## config.mk

```make
export PLATFORM = sky130hd
export DESIGN_NAME = slot_value_store_lowest_match
export DESIGN_NICKNAME = d
export VERILOG_FILES = /design/src/sv/svlm_pkg.sv /design/src/sv/slot_value_store_lowest_match.sv
export VERILOG_INCLUDE_DIRS = /design/src /design/src/sv
export SDC_FILE = /design/constraint.sdc
export NUM_CORES = 2
export LEC_CHECK = 0
export BUFFER_PORTS_ARGS = -buffer_cell sky130_fd_sc_hd__buf_2
export CORE_ASPECT_RATIO = 0.7
export CORE_UTILIZATION = 59
export CTS_BUF_LIST = sky130_fd_sc_hd__clkbuf_2
export DETAILED_ROUTE_END_ITERATION = 10
export PLACE_DENSITY = 0.86
export SLEW_MARGIN = 30
export SYNTH_ARGS = -nofsm -noshare
export SYNTH_HDL_FRONTEND = slang
export SYNTH_SLANG_ARGS = --single-unit
export TNS_END_PERCENT = 1
```

## constraint.sdc

```tcl
create_clock -name clk -period 3.73 [get_ports clk]
set_clock_uncertainty 0.2 [all_clocks]
set_input_delay 0.746 -clock clk [delete_from_list [all_inputs] [get_ports clk]]
set_output_delay 0.746 -clock clk [all_outputs]
set_load 0.05 [all_outputs]
```

## src/sv/slot_value_store_lowest_match_defines.svh

```systemverilog
// Assertion macros for the slot value store.
`ifndef SLOT_VALUE_STORE_LOWEST_MATCH_DEFINES_SVH
`define SLOT_VALUE_STORE_LOWEST_MATCH_DEFINES_SVH

// Check that the consequent holds in the same cycle as the antecedent.
`define SVLM_ASSERT_SAME(lbl, ante, cons) \
  lbl: assert property (@(posedge clk) disable iff (!rst_n) (ante) |-> (cons)) \
    else $error("svlm: same-cycle check failed");

// Check that the consequent holds in the cycle after the antecedent.
`define SVLM_ASSERT_NEXT(lbl, ante, cons) \
  lbl: assert property (@(posedge clk) disable iff (!rst_n) (ante) |=> (cons)) \
    else $error("svlm: next-cycle check failed");

`endif

```

## src/sv/svlm_pkg.sv

```systemverilog
package svlm_pkg;

  localparam int SLOTS      = 64;
  localparam int VALUE_BITS = 32;
  localparam int SLOT_W     = 6;
  localparam int ADDR_W     = $clog2(SLOTS);
  localparam int CNT_W      = $clog2(SLOTS) + 1;

  localparam logic MODE_WRITE  = 1'b0;
  localparam logic MODE_LOOKUP = 1'b1;

  typedef logic [VALUE_BITS-1:0] value_t;
  typedef logic [ADDR_W-1:0]     addr_t;
  typedef logic [CNT_W-1:0]      cnt_t;

endpackage

```

## src/sv/slot_value_store_lowest_match.sv

```systemverilog
// Slot value store with lowest-slot lookup.
// Input channel (in_valid/in_ready): one word carries in_mode, in_slot and
// in_value. A write word (mode 0) stores in_value into in_slot, marks the slot
// occupied and gives no result. A lookup word (mode 1) searches for in_value
// and gives one result word on the output channel (out_valid/out_ready):
// out_found and out_lowest_slot, the lowest occupied slot holding the value
// (0 when not found).
// Writes may follow back to back. A lookup walks the slots one per cycle
// through the single read port of the value memory and one shared 32-bit
// comparator; it stops at the first hit. Each slot is read into a data
// register and compared with the key; the result then waits in the hold
// state for the output register; in_ready is low during the walk and hold.
// The output register holds a finished result while the receiver stalls;
// writes are still taken meanwhile, and a following lookup waits at its end
// until the output register is free.
// Reset (rst_n low, synchronous) clears all occupied marks, so every slot is
// empty, and drops any pending result. No clearing pass is needed.
`include "slot_value_store_lowest_match_defines.svh"

module slot_value_store_lowest_match
  import svlm_pkg::*;
(
  input  logic              clk,
  input  logic              rst_n,
  input  logic              in_valid,
  output logic              in_ready,
  input  logic              in_mode,
  input  logic [5:0]        in_slot,
  input  logic [31:0]       in_value,
  output logic              out_valid,
  input  logic              out_ready,
  output logic              out_found,
  output logic [5:0]        out_lowest_slot
);

  localparam logic [1:0] ST_IDLE = 2'd0;
  localparam logic [1:0] ST_SCAN = 2'd1;
  localparam logic [1:0] ST_HOLD = 2'd2;

  value_t         mem [SLOTS];
  logic [SLOTS-1:0] valid_r;

  logic [1:0]     state_r, state_nxt;
  cnt_t           cnt_r, cnt_nxt;
  addr_t          cmp_idx_r, cmp_idx_nxt;
  logic           cmp_vld_r, cmp_vld_nxt;
  value_t         key_r;
  value_t         rd_data_r;
  logic           vld_data_r;
  logic           res_found_r, res_found_nxt;
  addr_t          res_slot_r, res_slot_nxt;
  logic           out_valid_r, out_valid_nxt;
  logic           out_found_r;
  logic [5:0]     out_slot_r;

  logic           in_acc;
  logic           wr_en;
  addr_t          wr_addr;
  addr_t          rd_addr;
  logic           hit;
  logic           out_load;

  assign in_ready = (state_r == ST_IDLE);
  assign in_acc   = in_valid && in_ready;
  assign wr_en    = in_acc && (in_mode == MODE_WRITE) && (CNT_W'(in_slot) < CNT_W'(SLOTS));
  assign wr_addr  = ADDR_W'(in_slot);
  assign rd_addr  = cnt_r[ADDR_W-1:0];
  assign hit      = cmp_vld_r && vld_data_r && (rd_data_r == key_r);
  assign out_load = (state_r == ST_HOLD) && (!out_valid_r || out_ready);

  always_ff @(posedge clk) begin
    if (wr_en) begin
      mem[wr_addr] <= VALUE_BITS'(in_value);
    end
    rd_data_r  <= mem[rd_addr];
    vld_data_r <= valid_r[rd_addr];
  end

  always_comb begin
    state_nxt     = state_r;
    cnt_nxt       = cnt_r;
    cmp_idx_nxt   = cmp_idx_r;
    cmp_vld_nxt   = 1'b0;
    res_found_nxt = res_found_r;
    res_slot_nxt  = res_slot_r;
    out_valid_nxt = out_valid_r && !out_ready;
    case (state_r)
      ST_IDLE: begin
        if (in_acc && (in_mode == MODE_LOOKUP)) begin
          cnt_nxt   = '0;
          state_nxt = ST_SCAN;
        end
      end
      ST_SCAN: begin
        if (cnt_r < CNT_W'(SLOTS)) begin
          cmp_idx_nxt = rd_addr;
          cmp_vld_nxt = 1'b1;
          cnt_nxt     = cnt_r + CNT_W'(1);
        end
        if (hit) begin
          res_found_nxt = 1'b1;
          res_slot_nxt  = cmp_idx_r;
          cmp_vld_nxt   = 1'b0;
          state_nxt     = ST_HOLD;
        end else if (cmp_vld_r && (cmp_idx_r == ADDR_W'(SLOTS - 1))) begin
          res_found_nxt = 1'b0;
          res_slot_nxt  = '0;
          cmp_vld_nxt   = 1'b0;
          state_nxt     = ST_HOLD;
        end
      end
      ST_HOLD: begin
        if (out_load) begin
          out_valid_nxt = 1'b1;
          state_nxt     = ST_IDLE;
        end
      end
      default: begin
        state_nxt = ST_IDLE;
      end
    endcase
  end

  always_ff @(posedge clk) begin
    if (!rst_n) begin
      state_r     <= ST_IDLE;
      cnt_r       <= '0;
      cmp_vld_r   <= 1'b0;
      out_valid_r <= 1'b0;
      valid_r     <= '0;
    end else begin
      state_r     <= state_nxt;
      cnt_r       <= cnt_nxt;
      cmp_vld_r   <= cmp_vld_nxt;
      out_valid_r <= out_valid_nxt;
      if (wr_en) begin
        valid_r[wr_addr] <= 1'b1;
      end
    end
  end

  always_ff @(posedge clk) begin
    cmp_idx_r   <= cmp_idx_nxt;
    res_found_r <= res_found_nxt;
    res_slot_r  <= res_slot_nxt;
    if (in_acc) begin
      key_r <= VALUE_BITS'(in_value);
    end
    if (out_load) begin
      out_found_r <= res_found_r;
      out_slot_r  <= res_found_r ? 6'(res_slot_r) : 6'd0;
    end
  end

  assign out_valid       = out_valid_r;
  assign out_found       = out_found_r;
  assign out_lowest_slot = out_slot_r;

  `SVLM_ASSERT_NEXT(a_lookup_starts, in_acc && (in_mode == MODE_LOOKUP),
                    (state_r == ST_SCAN) && (cnt_r == '0))
  `SVLM_ASSERT_NEXT(a_write_marks, wr_en, valid_r[$past(wr_addr)])
  `SVLM_ASSERT_NEXT(a_hold_stall, (state_r == ST_HOLD) && out_valid_r && !out_ready,
                    (state_r == ST_HOLD) && out_valid_r)
  `SVLM_ASSERT_SAME(a_miss_zero, out_valid_r && !out_found_r, out_slot_r == 6'd0)

endmodule

```

---- Word-level counts from Yosys, hierarchy flattened ----
Memories as Yosys holds them, arrays and structs flattened. A register that Yosys moved wholly into a read port is not among the register bits.
Cells that the tools add are included.
storage, ports and cells
  register bits after elaboration ......... 128
  bits in writable memories ............... 2,048
  output and inout bits ................... 9
  logic and storage cells ................. 70
  memories ................................ 1
cells by class
  add/subtract/negate cells ............... 1
  order comparisons ....................... 4
  equality and inequality tests ........... 8
  mux-type cells .......................... 20
  bitwise gates (word level) .............. 4
  reduce and logical (&&, ||, !) cells .... 20
memory list
  memory  words  bits a word  rd ports  clocked after memory_dff  write ports  line                                 source
  mem     64     32           1         1                         1            slot_value_store_lowest_match.sv:40  value_t mem [SLOTS];
operators with widths
  operator               count
  $or A64 B64 Y64        1
  $eq A32 B32 Y1         1
  $lt A6 B7 Y1 const B   2
  $mux W7                2
  $pmux W7 S2            1
  $mux W6                2
  $logic_and A1 B1 Y1    9
  $mux W1                8
  $mux W2                4
  $add A7 B1 Y7 const B  1
  $lt A7 B7 Y1 const B   1
  $bmux W1 S6            1
  $demux W1 S6           1
  $eq A6 B6 Y1 const B   1
  $ge A6 B1 Y1 const B   1
  $pmux W2 S3            1
  $reduce_and A3 Y1      2
  $ne A2 B2 Y1 const B   2
  $reduce_and A2 Y1      2
  $reduce_bool A2 Y1     2
  $reduce_or A4 Y1       1
  $ne A3 B3 Y1 const B   1
  $not A1 Y1             3
  $eq A2 B1 Y1 const B   1
  5 further kinds        6

---- Longest topological paths before layout ----
  depth in word-level cells ............... 5
  gate-level depth with buffers ........... 11
  gate-level depth less buffers ........... 6

---- Worst setup path before layout ----
OpenSTA, ideal clock, no wires.
  path type ............................... register -> register
  from .................................... register state_r[1]
  to ...................................... memory mem[56][0] (netlist name) (enable)
  library setup time ...................... 423 ps
  arrival ................................. 3,259 ps
  required time ........................... 3,107 ps
  slack ................................... -152 ps
  cell stages (with the launch flop) ...... 6
  buffers on the path ..................... 0
  period minus slack after synthesis ...... 3,882 ps
  cell sequence ........................... dfxtp_1 nor2_1 nand2_1 nor3b_1 nand3_1 nor2_1
between the ends
  word-level cells in the longest chain between the ends .. 5
RTL lines
  element                        line                                  source
  start, declared                slot_value_store_lowest_match.sv:43   logic [1:0] state_r, state_nxt;
  start signal, assigned         slot_value_store_lowest_match.sv:132  state_r <= state_nxt;
  $logic_not A2 Y1               slot_value_store_lowest_match.sv:63   assign in_ready = (state_r == ST_IDLE);
  named net in_ready             slot_value_store_lowest_match.sv:26   output logic in_ready,
  $logic_and A1 B1 Y1            slot_value_store_lowest_match.sv:64   assign in_acc = in_valid && in_ready;
  $logic_and A1 B1 Y1            slot_value_store_lowest_match.sv:65   assign wr_en = in_acc && (in_mode == MODE_WRITE) && (CNT_W'(in_slot) < CNT_W'(SLOTS));
  $mux W1                        slot_value_store_lowest_match.sv:72   if (wr_en) begin
  $mux W1 (implied by the code)  slot_value_store_lowest_match.sv:73   mem[wr_addr] <= VALUE_BITS'(in_value);
  end, declared                  slot_value_store_lowest_match.sv:40
The timed path passes the listed nets, and every way through them passes these cells.

==> metrics <==
I/O Pins=52; most common cell after layout, fill and taps aside=edfxtp_1; number of port buffers=51; CTS Buffer Depth=4; clk sink count=2208; Pwr Density=456.4 nW/um^2; status=finished, final reports clean; Hold Slack=228.1 ps; Final Max Slew Viols=0; worst r2r dst=rd_data_r[1]; CP endpoint kind=register; highest clock rate=269.2 MHz; WHS Path Cells=5; Synthesized Nets=3720; Logic pwr share=0.037; syn avg cell area=~23 sq um; area of the multi-input gates=18020 sq um; Core ar.=140600 sq um; WL/cell=approximately 36 um; area grow syn2layout=12.88%; DRT Wirelength=242400 um; initial antenna violation count=17; largest net degree at the start of global routing=74; Root Driver=clkbuf_2; fin crit period=3715 ps; H-tree depth=5; cell count of the worst reg-to-reg path=8; Power Internal=0.03284 W; worst rel slew slack=0.2224; Synth Cell Area=83670 sq um; largest stage delay on the critical path=780 ps; Critical Path AT=5180 ps; WS Path Type=register to register; clk_lat worst skew=1870 ps; DRC=0; Die Ht=317.1 um; fillcell total=8115; DP Area=approximately 89000 sq um; synth unique cells=50; fraction of layout cells with a size suffix above 1=0.3699; CTS tree=done; number of global-route vias before repair=46440; TritonCTS Buffers=466; unrepaired setup endpoints after global routing=false; Worst Tran Pin Value=1159 ps; total grt overflow=0; Post-synth EDFFs=2100; GPL Wtd Cong=0.9298; first-pass GRT wire length=~340000 um; Synth Warn #=0; hold_sp=in_slot[5]; setup violators final=0; Initial DRT Pass Iterations=8; period utilisation layout=0.9959; storage element area=65240 sq um; Worst setup SP type=register; die area=143400 sq um; Fin. Hold Viols=0; R2R setup slack=~15 ps; Leakage=~30 nW; Hold Crit Class=input pin to register; DP Wirelength=138400 um; most frequent cells in the layout=2100 x edfxtp_1, 705 x clkbuf_2, 561 x mux4_2; 1st-iter DRT viols=8886; Design Power=0.04311 W; max_cap viols=0; CP Data Required Time=roughly 5200 ps; vias after detailed routing=46330; reg-to-reg startpoint=cnt_r[0]; Via density=6.958; Reg clk slew, reported paths=130 ps; Seq/Total Area, Yosys=0.7795; Seq pwr share=0.631; flops & latches, synth=around 2200; crit path buf inv count=2; Critical-path top delay cell=dfxtp_4; Final ANT Viol Nets=0; nets@finish=4467; Final Core Density=0.6719; Initial Util=0.5952; clock network power share=0.332; peak supply drop=309.1 uV; Rows=about 120; sw frac=0.2382; Synth Instances=3676; CP max FO=38; Post-synth ARST share=0; critical path's top delay family=compound AO/OA/AOI/OAI gates; Switching Power=between 0.01 and 0.015 W; total global-route track usage=0.3430; CP cell instances=buf_12, buf_4, mux4_2, nor2b_1, a211oi_1, a21oi_1, o22ai_1, nor3_1; post-route cell area=94450 sq um; predominant post-synthesis flop cell=edfxtp_1; Die W=452.1 um; WHS Endpoint=mem[52][19]
[cell families (layout without fill, tap and decap cells)]
logic type	count (synthesis)	in the layout	share of synthesized area
AO/OA/AOI/OAI	261	261	0.02131
XOR/XNOR	36	36	0.003768
adder cells (fa/ha/maj)	1	1	0.0001495
buffers and inverters	192	1293	0.01159
flip-flops	2208	2208	0.7795
multiplexers	703	703	0.1682
other	0	9	0
AND/OR/NAND/NOR	275	275	0.01545
[metal layers]
layer	part of all wire	vias to the layer above	global-route usage
met2	0.44	4998	0.4890
met4	0.052	18	0.1653
met3	0.19	917	0.1591
met1	0.32	23070	0.4514
li1	-	17330	-
met5	0.00063	-	0
[stage by stage]
stage                     TNS [ps]  instances  worst slack (ps)
after detailed placement    -23.91       5713            -18.24
after global routing             0       6652             11.90
after floorplan            -184000       3676            -152.2
after CTS                        0       6649             17.74
after global placement           0       5713             12.52
final                            0       6658             15.17
[flip-flops by register name, summed over array words and instances (netlist names)]
name / cells
res_found_r: 1
cmp_idx_r: 6
cmp_vld_r: 1
rd_data_r: 32
out_lowest_slot: 6
valid_r: 64
state_r: 2
out_valid: 1
out_found: 1
cnt_r: 7
key_r: 32
res_slot_r: 6
vld_data_r: 1
mem: 2048
[worst max-delay path by stage]
| stage | from | endpoint | depth (start not counted) |
|---|---|---|---|
| finish | cnt_r[0] | rd_data_r[1] | 8 |
| global route | cnt_r[0] | rd_data_r[1] | 8 |
| CTS | state_r[0] | in_ready | 3 |
| detailed placement | cnt_r[0] | rd_data_r[0] | 7 |
| global placement | cnt_r[0] | rd_data_r[20] | 6 |
| floorplan | state_r[1] | mem[56][0] | 5 |
[power groups by stage]
stage / clock, W / sequential [W] / combinational [W]
after floorplan: 0 / 0.0278 / 0.000587
after global placement: 0 / 0.0278 / 0.00128
after detailed placement: 0 / 0.0278 / 0.00134
after CTS: 0.0142 / 0.0272 / 0.00152
after global routing: 0.0154 / 0.0272 / 0.00161
final: 0.0143 / 0.0272 / 0.00159
[tightest hold or removal path, stage by stage]
cell           delay (ps)
dlygate4sd3_1         570
buf_2                 160
nand3_1               100
buf_4                 300
nor2_4                170
[synthesized netlist by cell type, types with 2 or more instances]
master,count,area (sq um)
edfxtp_1,2100,63060
mux4_2,561,12630
mux2i_1,126,1261
nor2_1,126,473.0
dfxtp_1,108,2162
buf_2,79,395.4
o21a_1,64,480.5
clkbuf_1,63,236.5
o22ai_1,43,269.0
a21oi_1,38,190.2
nor2b_1,36,225.2
nand2_1,35,131.4
xor2_1,32,280.3
a211oi_1,31,232.7
o21ai_0,29,145.1
buf_4,24,180.2
mux2_2,16,180.2
nand3_1,16,80.08
a22oi_1,15,112.6
buf_1,15,56.30
and2_1,14,87.58
nor3_1,14,70.07
a2111oi_0,9,78.83
a22o_1,9,78.83
o32ai_1,9,78.83
buf_6,8,90.09
nand2b_1,8,50.05
nor4_1,8,50.05
nand4_1,5,31.28
xnor2_1,4,35.03
a31oi_1,3,18.77
a32oi_1,3,26.28
and3_1,3,18.77
nand3b_1,3,22.52
a221oi_1,2,17.52
inv_1,2,7.510
or3_1,2,12.51
[final cells by class]
cell class / instances / share of cell area
sequential: 2208 / 0.6907
multi-input combinational: 1276 / 0.1908
timing repair buffer: 468 / 0.05049
clock buffer: 705 / 0.03736
tap: 1872 / 0.02480
clock inverter: 117 / 0.005458
antenna: 9 / 0.0002385
inverter: 3 / 0.0001192
[repair_timing]
action                                 in CTS  in global routing
setup buffers                               0                  0
setup endpoints to repair                   3                  4
resized for setup                           4                  4
endpoints found under the hold margin    4179                  0
hold buffers                              114                  0
Note: power is estimated with default switching activity, not from simulation.
